### src/hdl/slp_pkg.sv
// Package for the sample rate to log pitch converter: constants, tables, stage types.
// No dependencies.
`default_nettype none

package slp_pkg;

  localparam int RATE_W  = 20;
  localparam int WORD_W  = 32;
  localparam int POS_W   = 5;
  localparam int IDX_W   = 7;
  localparam int MAG_W   = 20;
  localparam int SLOPE_W = 7;
  localparam int SCALE_W = 14;
  localparam int INT_W   = WORD_W - MAG_W;

  localparam logic [SCALE_W-1:0] SCALE_FACTOR = 14'd11185;
  localparam logic [INT_W-1:0]   POS_BIAS     = 12'd15;

  typedef struct packed {
    logic              vld;
    logic [POS_W-1:0]  pos;
    logic [IDX_W-1:0]  idx;
    logic [IDX_W-1:0]  frac;
  } norm_t;

  localparam logic [MAG_W-1:0] MAG_TAB [0:127] = '{
    20'h00000, 20'h02dfc, 20'h05b9e, 20'h088e6, 20'h0b5d6, 20'h0e26f, 20'h10eb3, 20'h13aa2,
    20'h1663f, 20'h1918a, 20'h1bc84, 20'h1e72e, 20'h2118b, 20'h23b9a, 20'h2655d, 20'h28ed5,
    20'h2b803, 20'h2e0e8, 20'h30985, 20'h331db, 20'h359eb, 20'h381b6, 20'h3a93d, 20'h3d081,
    20'h3f782, 20'h41e42, 20'h444c1, 20'h46b01, 20'h49101, 20'h4b6c4, 20'h4dc49, 20'h50191,
    20'h5269e, 20'h54b6f, 20'h57006, 20'h59463, 20'h5b888, 20'h5dc74, 20'h60029, 20'h623a7,
    20'h646ee, 20'h66a00, 20'h68cdd, 20'h6af86, 20'h6d1fa, 20'h6f43c, 20'h7164b, 20'h73829,
    20'h759d4, 20'h77b4f, 20'h79c9a, 20'h7bdb5, 20'h7dea1, 20'h7ff5e, 20'h81fed, 20'h8404e,
    20'h86082, 20'h88089, 20'h8a064, 20'h8c014, 20'h8df98, 20'h8fef1, 20'h91e20, 20'h93d26,
    20'h95c01, 20'h97ab4, 20'h9993e, 20'h9b79f, 20'h9d5d9, 20'h9f3ec, 20'ha11d8, 20'ha2f9d,
    20'ha4d3c, 20'ha6ab5, 20'ha8808, 20'haa537, 20'hac241, 20'hadf26, 20'hafbe7, 20'hb1885,
    20'hb3500, 20'hb5157, 20'hb6d8c, 20'hb899f, 20'hba58f, 20'hbc15e, 20'hbdd0c, 20'hbf899,
    20'hc1404, 20'hc2f50, 20'hc4a7b, 20'hc6587, 20'hc8073, 20'hc9b3f, 20'hcb5ed, 20'hcd07c,
    20'hceaec, 20'hd053f, 20'hd1f73, 20'hd398a, 20'hd5384, 20'hd6d60, 20'hd8720, 20'hda0c3,
    20'hdba4a, 20'hdd3b4, 20'hded03, 20'he0636, 20'he1f4e, 20'he384a, 20'he512c, 20'he69f3,
    20'he829f, 20'he9b31, 20'heb3a9, 20'hecc08, 20'hee44c, 20'hefc78, 20'hf148a, 20'hf2c83,
    20'hf4463, 20'hf5c2a, 20'hf73da, 20'hf8b71, 20'hfa2f0, 20'hfba57, 20'hfd1a7, 20'hfe8df
  };

  localparam logic [SLOPE_W-1:0] SLOPE_TAB [0:127] = '{
    7'h5c, 7'h5c, 7'h5b, 7'h5a, 7'h5a, 7'h59, 7'h58, 7'h58,
    7'h57, 7'h56, 7'h56, 7'h55, 7'h55, 7'h54, 7'h53, 7'h53,
    7'h52, 7'h52, 7'h51, 7'h51, 7'h50, 7'h50, 7'h4f, 7'h4f,
    7'h4e, 7'h4d, 7'h4d, 7'h4d, 7'h4c, 7'h4c, 7'h4b, 7'h4b,
    7'h4a, 7'h4a, 7'h49, 7'h49, 7'h48, 7'h48, 7'h47, 7'h47,
    7'h47, 7'h46, 7'h46, 7'h45, 7'h45, 7'h45, 7'h44, 7'h44,
    7'h43, 7'h43, 7'h43, 7'h42, 7'h42, 7'h42, 7'h41, 7'h41,
    7'h41, 7'h40, 7'h40, 7'h40, 7'h3f, 7'h3f, 7'h3f, 7'h3e,
    7'h3e, 7'h3e, 7'h3d, 7'h3d, 7'h3d, 7'h3c, 7'h3c, 7'h3c,
    7'h3b, 7'h3b, 7'h3b, 7'h3b, 7'h3a, 7'h3a, 7'h3a, 7'h39,
    7'h39, 7'h39, 7'h39, 7'h38, 7'h38, 7'h38, 7'h38, 7'h37,
    7'h37, 7'h37, 7'h37, 7'h36, 7'h36, 7'h36, 7'h36, 7'h35,
    7'h35, 7'h35, 7'h35, 7'h34, 7'h34, 7'h34, 7'h34, 7'h34,
    7'h33, 7'h33, 7'h33, 7'h33, 7'h32, 7'h32, 7'h32, 7'h32,
    7'h32, 7'h31, 7'h31, 7'h31, 7'h31, 7'h31, 7'h30, 7'h30,
    7'h30, 7'h30, 7'h30, 7'h2f, 7'h2f, 7'h2f, 7'h2f, 7'h2f
  };

endpackage

`default_nettype wire

### src/hdl/slp_mult.sv
// Stage 1: scales the rate by a constant, product kept to 32 bits.
// Depends on slp_pkg.
`default_nettype none

module slp_mult import slp_pkg::*; (
  input  wire logic              clk,
  input  wire logic              rst,
  input  wire logic              in_vld,
  input  wire logic [RATE_W-1:0] rate,
  output logic                   prod_vld,
  output logic [WORD_W-1:0]      prod
);

  logic [WORD_W-1:0] full;

  assign full = {{(WORD_W-RATE_W){1'b0}}, rate} * {{(WORD_W-SCALE_W){1'b0}}, SCALE_FACTOR};

  always_ff @(posedge clk) begin
    if (rst) begin
      prod_vld <= 1'b0;
    end else begin
      prod_vld <= in_vld;
    end
  end

  always_ff @(posedge clk) begin
    prod <= full;
  end

endmodule

`default_nettype wire

### src/hdl/slp_norm.sv
// Stages 2 and 3: leading-one detect, then normalize and split into index and fraction.
// Depends on slp_pkg.
`default_nettype none

module slp_norm import slp_pkg::*; (
  input  wire logic              clk,
  input  wire logic              rst,
  input  wire logic              prod_vld,
  input  wire logic [WORD_W-1:0] prod,
  output norm_t                  norm
);

  logic [POS_W-1:0]  lead;
  logic              a_vld;
  logic [POS_W-1:0]  a_pos;
  logic [WORD_W-1:0] a_prod;
  logic [WORD_W-1:0] shifted;

  // bit 0 alone counts as no leading one
  always_comb begin
    lead = '0;
    for (int i = 1; i < WORD_W; i++) begin
      if (prod[i]) begin
        lead = POS_W'(i);
      end
    end
  end

  always_ff @(posedge clk) begin
    if (rst) begin
      a_vld <= 1'b0;
    end else begin
      a_vld <= prod_vld;
    end
  end

  always_ff @(posedge clk) begin
    a_pos  <= lead;
    a_prod <= prod;
  end

  assign shifted = a_prod << (POS_W'(WORD_W - 1) - a_pos);

  always_ff @(posedge clk) begin
    if (rst) begin
      norm.vld <= 1'b0;
    end else begin
      norm.vld <= a_vld;
    end
    norm.pos  <= a_pos;
    norm.idx  <= shifted[WORD_W-2 -: IDX_W];
    norm.frac <= shifted[WORD_W-2-IDX_W -: IDX_W];
  end

endmodule

`default_nettype wire

### src/hdl/slp_interp.sv
// Stage 4: table lookup and linear interpolation into the pitch word.
// Depends on slp_pkg.
`default_nettype none

module slp_interp import slp_pkg::*; (
  input  wire logic         clk,
  input  wire logic         rst,
  input  norm_t             norm,
  output logic              out_vld,
  output logic [WORD_W-1:0] word
);

  logic [MAG_W-1:0]         mag;
  logic [SLOPE_W-1:0]       slope;
  logic [IDX_W+SLOPE_W-1:0] step;
  logic [INT_W-1:0]         int_part;
  logic [WORD_W-1:0]        sum;

  assign mag      = MAG_TAB[norm.idx];
  assign slope    = SLOPE_TAB[norm.idx];
  assign step     = {{SLOPE_W{1'b0}}, norm.frac} * {{IDX_W{1'b0}}, slope};
  assign int_part = INT_W'(norm.pos) - POS_BIAS;
  assign sum      = {int_part, {MAG_W{1'b0}}} + {{(WORD_W-MAG_W){1'b0}}, mag}
                  + {{(WORD_W-IDX_W-SLOPE_W){1'b0}}, step};

  always_ff @(posedge clk) begin
    if (rst) begin
      out_vld <= 1'b0;
    end else begin
      out_vld <= norm.vld;
    end
  end

  always_ff @(posedge clk) begin
    word <= (norm.pos == '0) ? '0 : sum;
  end

endmodule

`default_nettype wire

### src/hdl/sample_rate_to_log_pitch.sv
// Top level of the sample rate to log pitch converter.
// Depends on slp_pkg, slp_mult, slp_norm, slp_interp.
//
// Usage:
//   Drive sample_rate and pulse start; an item is taken at each rising edge
//   with start high and busy low. busy stays low, so one item can be taken
//   every clock cycle.
//   After an item is taken, done is high for one cycle with its pitch_word
//   (integer part of log2 from bit 20, fraction below). Results come out
//   in the order the items went in. Each item passes through multiply,
//   leading-one detect, normalize, then table lookup with interpolate and
//   add. Throughput is 1 item per cycle.
//   Rates 0 and any rate whose scaled product is 0 or 1 give 0.
//   Synchronous reset drops all items in flight; done is low after it.
//   The receiver has no hold-off: each result must be taken while done
//   is high.
`default_nettype none

module sample_rate_to_log_pitch import slp_pkg::*; (
  input  wire logic              clk,
  input  wire logic              rst,
  input  wire logic              start,
  output logic                   busy,
  input  wire logic [RATE_W-1:0] sample_rate,
  output logic                   done,
  output logic [WORD_W-1:0]      pitch_word
);

  logic              prod_vld;
  logic [WORD_W-1:0] prod;
  norm_t             norm;

  assign busy = 1'b0;

  slp_mult u_mult (
    .clk      (clk),
    .rst      (rst),
    .in_vld   (start & ~busy),
    .rate     (sample_rate),
    .prod_vld (prod_vld),
    .prod     (prod)
  );

  slp_norm u_norm (
    .clk      (clk),
    .rst      (rst),
    .prod_vld (prod_vld),
    .prod     (prod),
    .norm     (norm)
  );

  slp_interp u_interp (
    .clk     (clk),
    .rst     (rst),
    .norm    (norm),
    .out_vld (done),
    .word    (pitch_word)
  );

endmodule

`default_nettype wire

### config.mk
export PLATFORM = sky130hd
export DESIGN_NAME = sample_rate_to_log_pitch
export DESIGN_NICKNAME = d
export VERILOG_FILES = /design/src/hdl/slp_pkg.sv /design/src/hdl/slp_mult.sv /design/src/hdl/slp_norm.sv /design/src/hdl/slp_interp.sv /design/src/hdl/sample_rate_to_log_pitch.sv
export SDC_FILE = /design/constraint.sdc
export NUM_CORES = 1
export LEC_CHECK = 0
export BUFFER_PORTS_ARGS = -buffer_cell sky130_fd_sc_hd__buf_2
export CAP_MARGIN = 20
export CORE_ASPECT_RATIO = 1.25
export CORE_MARGIN = 5
export CORE_UTILIZATION = 45
export CTS_CLUSTER_DIAMETER = 120
export DETAILED_ROUTE_END_ITERATION = 12
export PLACE_DENSITY = 0.58
export REMOVE_ABC_BUFFERS = 1
export SLEW_MARGIN = 15
export SYNTH_ARGS = -nofsm -noshare
export SYNTH_HDL_FRONTEND = slang
export SYNTH_SLANG_ARGS = --single-unit
### constraint.sdc
create_clock -name clk -period 16.1 [get_ports clk]
set_input_delay 0.805 -clock clk [delete_from_list [all_inputs] [get_ports clk]]
set_output_delay 0.805 -clock clk [all_outputs]
set_load 0.02 [all_outputs]
==> impl_metrics.yaml, run 1 <==
outcome:
  status: "finished, final reports clean"
clock_tree:
  cts_buffers: 17
  postCtsHoldBufs: 0
  insertion_delay_ns: 0.43
  cts_root_buffer: "clkbuf_16"
  tritoncts_clock_tree: "yes"
  clkTransAtPathRegs_ns: 0.06
  clock_tree.buffer_depth: 2
  postCtsSetupBuffers: 0
  h-tree-depth: 4
  post_cts_resize_count: 0
  cts_sinks: 123
run:
  maxCapViolCount: 0
global_route:
  first_global_vias: 13800
  pin_count_of_the_biggest_net_entering_global_routing: 87
  global_route.usage.total: 0.245
  number_of_antenna_violations_at_the_first_check_in_global_routing: 0
  grt_first_pass_wirelength_um: 73700
  grt-ovfl-total: 0
drt:
  avgViaCountPerCell: 5.97
  route.top_layer_used: "met4"
  dr.first_iter.drc_count: 1227
  post-route-drc-count: 0
  wl_per_cell_um: 20.7
  met3_length_um: 2410
  met2_wirelength_um: 23900
  wirelength_met1_um: 16900
  drtPass1Iterations: 7
  route.vias.total: 13300
  routed_wl_um: 46300
  ant_nets: 0
synth:
  synthAdderAreaFrac: 0.326
  synth_simple_gate_area_share: 0.137
  syn_area_per_cell_sq_um: 8.40
  yosys.cell_types.count: 78
  edff_count_synth: 0
  synthFlopType: "dfxtp_1"
  yosys_warnings: 0
  synth.ff_latch_count: 123
  fraction_of_synthesized_area_in_multiplexers: 0.0666
  ys_seq_area_frac: 0.163
  synth_area_in_compound_gates: 0.192
  dominant_combinational_cell_family_by_area_after_synthesis: "adder cells"
  synth_xor_area_frac: 0.0255
  area_of_the_mapped_netlist_sq_mm: 0.0151
  synthCells: 1800
  synth_async_sr_flop_share: 0
sta:
  final.setup.tns_ns: 0
  timing_hold_violations_final: 0
  worst_slew_pin_slew_ns: 0.950
  period_share: 0.442
  report.final.slew_viol_count: 0
  setup_slack_ns: 8.99
  max_freq_mhz: 141
  maxSlewHeadroom: 0.367
  timing.final.crit_period_ns: 7.11
  rsz0062_at_grt: "no"
  setup-violations-final: 0
  final.setup_skew_ns: 0.0244
setup_path:
  critical_path_arrival_ns: 7.42
  crit_path_start_kind: "register"
  timing.setup.critical_path_class: "reg2reg"
  crit_fanout: 68
  crit_required_ns: 16.41
  cp-end-kind: "register"
place:
  dpl.hpwl_um: 35900
  port-buffer-count: 55
  worst_setup_slack_after_placement_ns: 9.08
  gp_congestion: 0.988
  postPlaceCellArea_sq_mm: 0.0157
worst_hold_path:
  worst_hold_path_type: "reg2reg"
floorplan:
  die_footprint_sq_mm: 0.0374
  starting_density_of_the_core: 0.453
  fp-row-count: 75
  die_x_um: 174
  fp.coreArea_sq_mm: 0.0334
  number_of_top_level_pins: 57
  die_extent_in_y_um: 215
cells_and_area:
  finish.utilization: 0.487
  final_cell_area_sq_mm: 0.0163
  synthToLayoutAreaGrowth_pct: 7.65
  finish.net_count: 2136
  final_layout_size_suffix_gt1_frac: 0.0828
  antenna_cells: 0
-- cells in the final DEF (no fill, tap or decap), types with 7 or more instances in the layout --
| cell | netlist | routed |
|---|---|---|
| xor2_1 | 16 | 16 |
| xnor2_1 | 28 | 28 |
| o311ai_1 | 8 | 8 |
| a31oi_1 | 25 | 25 |
| fa_1 | 132 | 132 |
| or3_1 | 8 | 8 |
| o22ai_1 | 8 | 8 |
| dfxtp_1 | 123 | 118 |
| o31ai_1 | 9 | 9 |
| a221oi_1 | 10 | 10 |
| and2_1 | 26 | 26 |
| a211oi_1 | 23 | 23 |
| o211ai_1 | 31 | 31 |
| buf_2 | 27 | 55 |
| clkbuf_16 | 0 | 17 |
| buf_4 | 2 | 17 |
| nand3_1 | 28 | 28 |
| nor2b_1 | 28 | 28 |
| nor3_1 | 27 | 26 |
| a21oi_1 | 135 | 135 |
| nand2b_1 | 27 | 27 |
| o21a_1 | 10 | 10 |
| inv_1 | 248 | 248 |
| mux4_2 | 21 | 21 |
| a21o_1 | 15 | 15 |
| o21ai_0 | 62 | 62 |
| and3_1 | 13 | 13 |
| o21ai_1 | 43 | 43 |
| nand2_1 | 155 | 155 |
| ha_1 | 183 | 183 |
| mux2i_1 | 41 | 41 |
| nor2_1 | 101 | 101 |
| a311oi_1 | 12 | 12 |
| inv_2 | 7 | 7 |
-- layer usage --
layer  vias to the layer above  GRT usage
met3                       174     0.0250
met5                         -          0
met4                         0      0.147
met1                      6383      0.272
li1                       6219          -
met2                       570      0.451
-- worst max-delay path, cell delays in order, from the launching register on --
cell	delay [ns]
dfxtp_4	0.81
buf_4	0.56
ha_1	0.43
a21oi_1	0.12
a21oi_1	0.13
a21oi_1	0.08
o21ai_1	0.46
nand2_1	0.14
fa_1	0.53
inv_1	0.06
fa_1	0.48
fa_1	0.49
inv_1	0.05
fa_1	0.47
inv_1	0.04
ha_1	0.34
o21a_1	0.13
o21ai_0	0.14
or4b_1	0.54
a31oi_1	0.24
and4_1	0.32
nand4_2	0.19
o21a_1	0.23
-- registers in the layout (all words and copies together), names as in the netlist --
| name | cells |
|---|---|
| u_norm.a_vld | 1 |
| u_norm.a_pos | 5 |
| u_norm.a_prod | 31 |
| u_mult.prod | 32 |
| u_norm.norm | 20 |
| u_interp.word | 32 |
| u_mult.prod_vld | 1 |
| u_interp.out_vld | 1 |
-- area by class of cell --
cell class | instances | area, sq um
inverters | 255 | 957
repair buffers | 73 | 410
flip-flops and latches | 123 | 2470
clock buffers | 17 | 425
multi-input cells | 1328 | 11300
well taps | 423 | 529
clock inverters | 15 | 170
fillers | 3351 | 17100
-- through the flow --
| stage | hold slack, ns | std cells |
|---|---|---|
| 2_1_floorplan | 0.310 | 1706 |
| 5_1_grt | 0.330 | 2234 |
| 3_5_place_dp | 0.313 | 2201 |
| 3_3_place_gp | 0.313 | 2201 |
| 4_1_cts | 0.328 | 2233 |
| 6_report | 0.327 | 2234 |
-- path summary, 6_finish.rpt --
kind              slack, ns                      endpoint                   start  depth (start not counted)
hold / removal         0.33      u_norm.a_prod[0]$_DFF_P_  u_mult.prod[0]$_DFF_P_                          0
setup reg to reg       8.99  u_interp.word[29]$_SDFF_PN0_  u_norm.norm[9]$_DFF_P_                         22
hold reg to reg        0.33      u_norm.a_prod[0]$_DFF_P_  u_mult.prod[0]$_DFF_P_                          0
setup / recovery       8.99  u_interp.word[29]$_SDFF_PN0_  u_norm.norm[9]$_DFF_P_                         22
-- cells by family (layout without fill, tap and decap cells) --
kind of cell,Yosys count,in the layout
compound gates,455,455
xor+xnor,44,44
fa+ha+maj,315,315
buf+inv,349,360
flops,123,123
mux,73,73
other cells,1,1
simple gates,440,440
-- cells in the mapped netlist, types with 28 or more instances --
| cell type | instances | area share |
|---|---|---|
| ha_1 | 183 | 0.15 |
| inv_1 | 248 | 0.062 |
| fa_1 | 132 | 0.17 |
| a21oi_1 | 135 | 0.045 |
| nand3_1 | 28 | 0.0093 |
| dfxtp_1 | 123 | 0.16 |
| o21ai_1 | 43 | 0.014 |
| mux2i_1 | 41 | 0.027 |
| o21ai_0 | 62 | 0.021 |
| nand2_1 | 155 | 0.038 |
| xnor2_1 | 28 | 0.016 |
| nor2b_1 | 28 | 0.012 |
| o211ai_1 | 31 | 0.015 |
| clkbuf_1 | 48 | 0.012 |
| nor2_1 | 101 | 0.025 |
Power of run 1 is not shown: default switching activity piles up to over one toggle a cycle in this logic, so the estimate is an artifact.
==> run 2, diff against run 1 <==
clock period = 7.15 ns   (was 16.1 ns; I/O delays follow)
==> run 2 against run 1 <==
Effect of this change: first-iteration DRC count shrank 9.4%; via count grew 0.61%; hold slack lost 0.20 ns; non-clock buffer count grew 33; fmax grew 7.2%; register-to-register slack lost 8.5 ns; clock skew shrank 0.0019 ns; global-route usage grew 1.6 points; sequential share of layout area shrank 0.23 points; die area is the same; worst setup slack lost 8.5 ns; critical path type unchanged; highest routed layer unchanged.
==> impl_metrics.yaml, run 2 (synthesis results as in run 1) <==
sta:
  setup_slack_ns: 0.519
  worst_slew_pin_slew_ns: 0.966
  timing_hold_violations_final: 0
  max_freq_mhz: 151
  final.setup_skew_ns: 0.0225
  rsz0062_at_grt: "no"
  maxSlewHeadroom: 0.356
  timing.final.crit_period_ns: 6.63
  period_share: 0.927
  setup-violations-final: 0
  final.setup.tns_ns: 0
  report.final.slew_viol_count: 0
floorplan:
  die_x_um: 174
  starting_density_of_the_core: 0.453
  fp.coreArea_sq_mm: 0.0334
  number_of_top_level_pins: 57
  fp-row-count: 75
  die_footprint_sq_mm: 0.0374
  die_extent_in_y_um: 215
setup_path:
  cp-end-kind: "register"
  crit_required_ns: 7.47
  crit_fanout: 10
  critical_path_arrival_ns: 6.95
  r2r.worst_path.cells: 22
  timing.setup.critical_path_class: "reg2reg"
  crit_path_start_kind: "register"
cells_and_area:
  mostFrequentLayoutCell: "inv_1"
  layout.area.seq_sq_mm: 0.00247
  synthToLayoutAreaGrowth_pct: 9.33
  final_cell_mix: "inv_1, ha_1, nand2_1, a21oi_1, fa_1"
  n_fill_cell: 3255
  final_layout_size_suffix_gt1_frac: 0.0992
  antenna_cells: 0
  finish.utilization: 0.495
  biggestRegsByFlops: "u_interp.word x32, u_mult.prod x32, u_norm.a_prod x31"
  finish.net_count: 2169
  multi_input_area_sq_mm: 0.0113
drt:
  post-route-drc-count: 0
  routed_wl_um: 48900
  wl_per_cell_um: 21.6
  route.vias.total: 13400
  avgViaCountPerCell: 5.92
  dr.first_iter.drc_count: 1112
  ant_nets: 0
  drtPass1Iterations: 5
clock_tree:
  cts_buffers: 17
  cts_sinks: 123
  postCtsHoldBufs: 0
  postCtsSetupBuffers: 0
  post_cts_resize_count: 0
  clock_tree.buffer_depth: 2
  h-tree-depth: 4
  cts_root_buffer: "clkbuf_16"
  insertion_delay_ns: 0.43
  clkTransAtPathRegs_ns: 0.07
  tritoncts_clock_tree: "yes"
outcome:
  status: "finished, final reports clean"
place:
  gp_congestion: 1.03
  port-buffer-count: 55
  worst_setup_slack_after_placement_ns: 0.622
  dpl.hpwl_um: 39200
global_route:
  first_global_vias: 13900
  number_of_antenna_violations_at_the_first_check_in_global_routing: 0
  pin_count_of_the_biggest_net_entering_global_routing: 52
  grt-ovfl-total: 0
  grt_first_pass_wirelength_um: 77400
  global_route.usage.total: 0.261
run:
  maxCapViolCount: 0
worst_hold_path:
  min_delay_path_depth: 2
  worst_hold_path_type: "in2reg"
[run 2: worst max-delay path, cell delays in order (launching register included)]
cell and delay, ns:
dfxtp_1 0.42, ha_1 0.43, ha_1 0.49, a21oi_1 0.14
a21oi_1 0.14, a21oi_1 0.08, o21ai_1 0.41, nand2_1 0.14
fa_1 0.52, inv_1 0.05, fa_1 0.48, fa_1 0.49
inv_1 0.05, fa_1 0.48, inv_1 0.05, ha_1 0.33
o21a_1 0.14, o21ai_0 0.13, or4b_1 0.56, a31oi_1 0.23
and4_1 0.33, nand4_2 0.20, o21a_1 0.24
[run 2: layer usage]
| metal | up-vias | track usage | share of wire |
|---|---|---|---|
| met1 | 6441 | 0.291 | 0.36 |
| met4 | 0 | 0.157 | 0.069 |
| met5 | - | 0 | 0 |
| li1 | 6290 | - | - |
| met2 | 518 | 0.476 | 0.52 |
| met3 | 178 | 0.0306 | 0.051 |
[run 2: cell type report]
class / instances / share of cell area
clock buffers: 17 / 0.0257
clock inverters: 15 / 0.0107
inverters: 255 / 0.0579
multi-input cells: 1328 / 0.684
flip-flops and latches: 123 / 0.150
well taps: 423 / 0.0320
repair buffers: 106 / 0.0398
[run 2: final timing paths]
kind / start / end / slack, ns
worst min-delay path: rst / u_norm.a_vld$_SDFF_PP0_ / 0.12
worst max-delay path: u_norm.norm[8]$_DFF_P_ / u_interp.word[29]$_SDFF_PN0_ / 0.52
worst min register to register: u_mult.prod[0]$_DFF_P_ / u_norm.a_prod[0]$_DFF_P_ / 0.34
worst max register to register: u_norm.norm[8]$_DFF_P_ / u_interp.word[29]$_SDFF_PN0_ / 0.52
[run 2: metrics by stage]
stage	hold slack [ns]	cell area, sq um	instances
floorplan	0.310	14700	1706
global placement	0.314	15900	2234
detailed placement	0.320	15900	2234
CTS	0.114	16500	2266
global route	0.115	16500	2267
finish	0.123	16500	2267
Power of run 2 is left out for the same reason.
==> run 3, diff against run 2 <==
PLACE_DENSITY = 0.6   (was 0.58)
SETUP_SLACK_MARGIN = 0.2   (was unset)
clock period = 5.3 ns   (was 7.15 ns; I/O delays follow)
==> run 3 against run 2 <==
Effect of this change: the run now ends with negative setup slack left; die area is the same; via count grew 9.5%; critical path depth shrank 1; flip-flop and latch count is the same; hold slack lost 0.072 ns; clock skew shrank 0.0019 ns; non-clock buffer count grew 304; core utilization grew 9.0 points; design area grew 18%; first-iteration DRC count grew 6.4%; critical path type unchanged.
==> impl_metrics.yaml, run 3 (synthesis results as in run 1) <==
outcome:
  status: "finished, violations left"
  violated_checks: "negative setup slack"
sta:
  max_freq_mhz: 176
  timing.final.crit_period_ns: 5.70
  rsz0062_at_grt: "yes"
  maxSlewHeadroom: 0.362
  final.setup.tns_ns: -4.25
  timing.hold.ws_ns: 0.0516
  setup_slack_ns: -0.397
  report.final.slew_viol_count: 0
  setup-violations-final: 20
  final.setup_skew_ns: 0.0206
  timing_hold_violations_final: 0
  period_share: 1.07
  worst_slew_pin_slew_ns: 0.957
worst_hold_path:
  worst_hold_path_type: "in2reg"
place:
  gp_congestion: 1.07
  dpl.hpwl_um: 41000
  worst_setup_slack_after_placement_ns: -0.751
  postPlaceCellArea_sq_mm: 0.0181
  port-buffer-count: 55
setup_path:
  crit_required_ns: 5.61
  timing.setup.critical_path_class: "reg2reg"
  slowest_stage: "fa_1"
  critical_path.most_common_cell: "fa_1"
  timing.critical_path.cells: "buf_6, ha_4, inv_4, ha_4, nand2_1, o2bb2ai_1, mux4_2, nand2_2, fa_1, fa_1, inv_2, fa_1, fa_1, ha_1, o21a_1, o21ai_2, or4b_4, a31oi_4, and4_4, nand4_4, o21a_1"
  timing.critical_path.max_delay_family: "adder cells"
  crit_fanout: 5
  critical_path.max_stage_delay_ns: 0.57
  crit_path_start_kind: "register"
  cp_num_buf_inv: 3
  cp-end-kind: "register"
  critical_path_arrival_ns: 6.00
drt:
  routed_wl_um: 51800
  drtPass1Iterations: 6
  avgViaCountPerCell: 5.72
  dr.first_iter.drc_count: 1183
  ant_nets: 0
  post-route-drc-count: 0
  route.vias.total: 14700
  wl_per_cell_um: 20.1
clock_tree:
  clock_tree.buffer_depth: 2
  clkTransAtPathRegs_ns: 0.07
  postCtsHoldBufs: 0
  cts_sinks: 123
  h-tree-depth: 4
  cts_buffers: 17
  insertion_delay_ns: 0.42
  tritoncts_clock_tree: "yes"
  cts_root_buffer: "clkbuf_16"
floorplan:
  starting_density_of_the_core: 0.453
  fp-row-count: 75
  fp.coreArea_sq_mm: 0.0334
  number_of_top_level_pins: 57
  die_footprint_sq_mm: 0.0374
  die_extent_in_y_um: 215
  die_x_um: 174
run:
  maxCapViolCount: 0
cells_and_area:
  final_layout_size_suffix_gt1_frac: 0.273
  mostFrequentLayoutCell: "buf_4"
  n_fill_cell: 3029
  biggestRegsByFlops: "u_interp.word x32, u_mult.prod x32, u_norm.a_prod x31"
  antenna_cells: 0
  final_cell_area_sq_mm: 0.0195
  finish.net_count: 2473
  synthToLayoutAreaGrowth_pct: 29.2
  final_cell_mix: "buf_4, inv_1, ha_1, nand2_1, fa_1"
global_route:
  grt-ovfl-total: 0
  grt_first_pass_wirelength_um: 82200
  pin_count_of_the_biggest_net_entering_global_routing: 62
  first_global_vias: 15400
  global_route.usage.total: 0.276
  number_of_antenna_violations_at_the_first_check_in_global_routing: 0
[run 3: changes by cell type in the layout (fill, tap and decap cells not counted), sizes merged]
cell and delta:
buf +301, bufbuf +2, clkinv +2, clkbuf +1, inv -1, clkinvlp -1
[run 3: area by class of cell]
cell class,instances,area (sq um),area share
flip-flops and latches,123,2480,0.127
clock inverters,15,175,0.00896
inverters,255,962,0.0492
well taps,423,529,0.0271
clock buffers,17,425,0.0218
repair buffers,410,3110,0.159
multi-input cells,1328,11900,0.607
[run 3: metrics by stage]
stage / utilization / instances
after global placement: 0.542 / 2520
after global routing: 0.585 / 2571
after floorplan: - / 1706
final: 0.585 / 2571
after CTS: 0.578 / 2569
after detailed placement: 0.542 / 2520
[run 3: final timing paths]
kind / startpoint / endpoint / slack (ns) / depth (start not counted)
max: u_norm.norm[7]$_DFF_P_ / u_interp.word[25]$_SDFF_PN0_ / -0.40 / 21
min: rst / u_norm.a_vld$_SDFF_PP0_ / 0.05 / 2
max reg2reg: u_norm.norm[7]$_DFF_P_ / u_interp.word[25]$_SDFF_PN0_ / -0.40 / 21
min reg2reg: u_mult.prod[0]$_DFF_P_ / u_norm.a_prod[0]$_DFF_P_ / 0.32 / 0
[run 3: layer usage]
layer,GRT usage,share of wire,vias to the layer above
met4,0.170,0.073,0
li1,-,-,6903
met3,0.0401,0.055,227
met2,0.508,0.52,579
met1,0.296,0.35,6993
met5,0,0,-
[run 3: worst register-to-register path, stage by stage, from the launching register on]
cell and delay (ns):
dfxtp_4 0.37, buf_6 0.12, ha_4 0.17, inv_4 0.07, ha_4 0.16, nand2_1 0.06
o2bb2ai_1 0.11, mux4_2 0.53, nand2_2 0.10, fa_1 0.43, fa_1 0.53, inv_2 0.04
fa_1 0.57, fa_1 0.43, ha_1 0.31, o21a_1 0.13, o21ai_2 0.07, or4b_4 0.57
a31oi_4 0.21, and4_4 0.28, nand4_4 0.12, o21a_1 0.21
[run 3: repair_timing]
action,CTS,global route
cloned,2,0
buffers inserted,15,2
pin swaps,46,38
endpoints found under the setup margin,26,31
gates resized for setup,99,48
hold endpoints to repair,0,0
Power of run 3 is left out for the same reason.
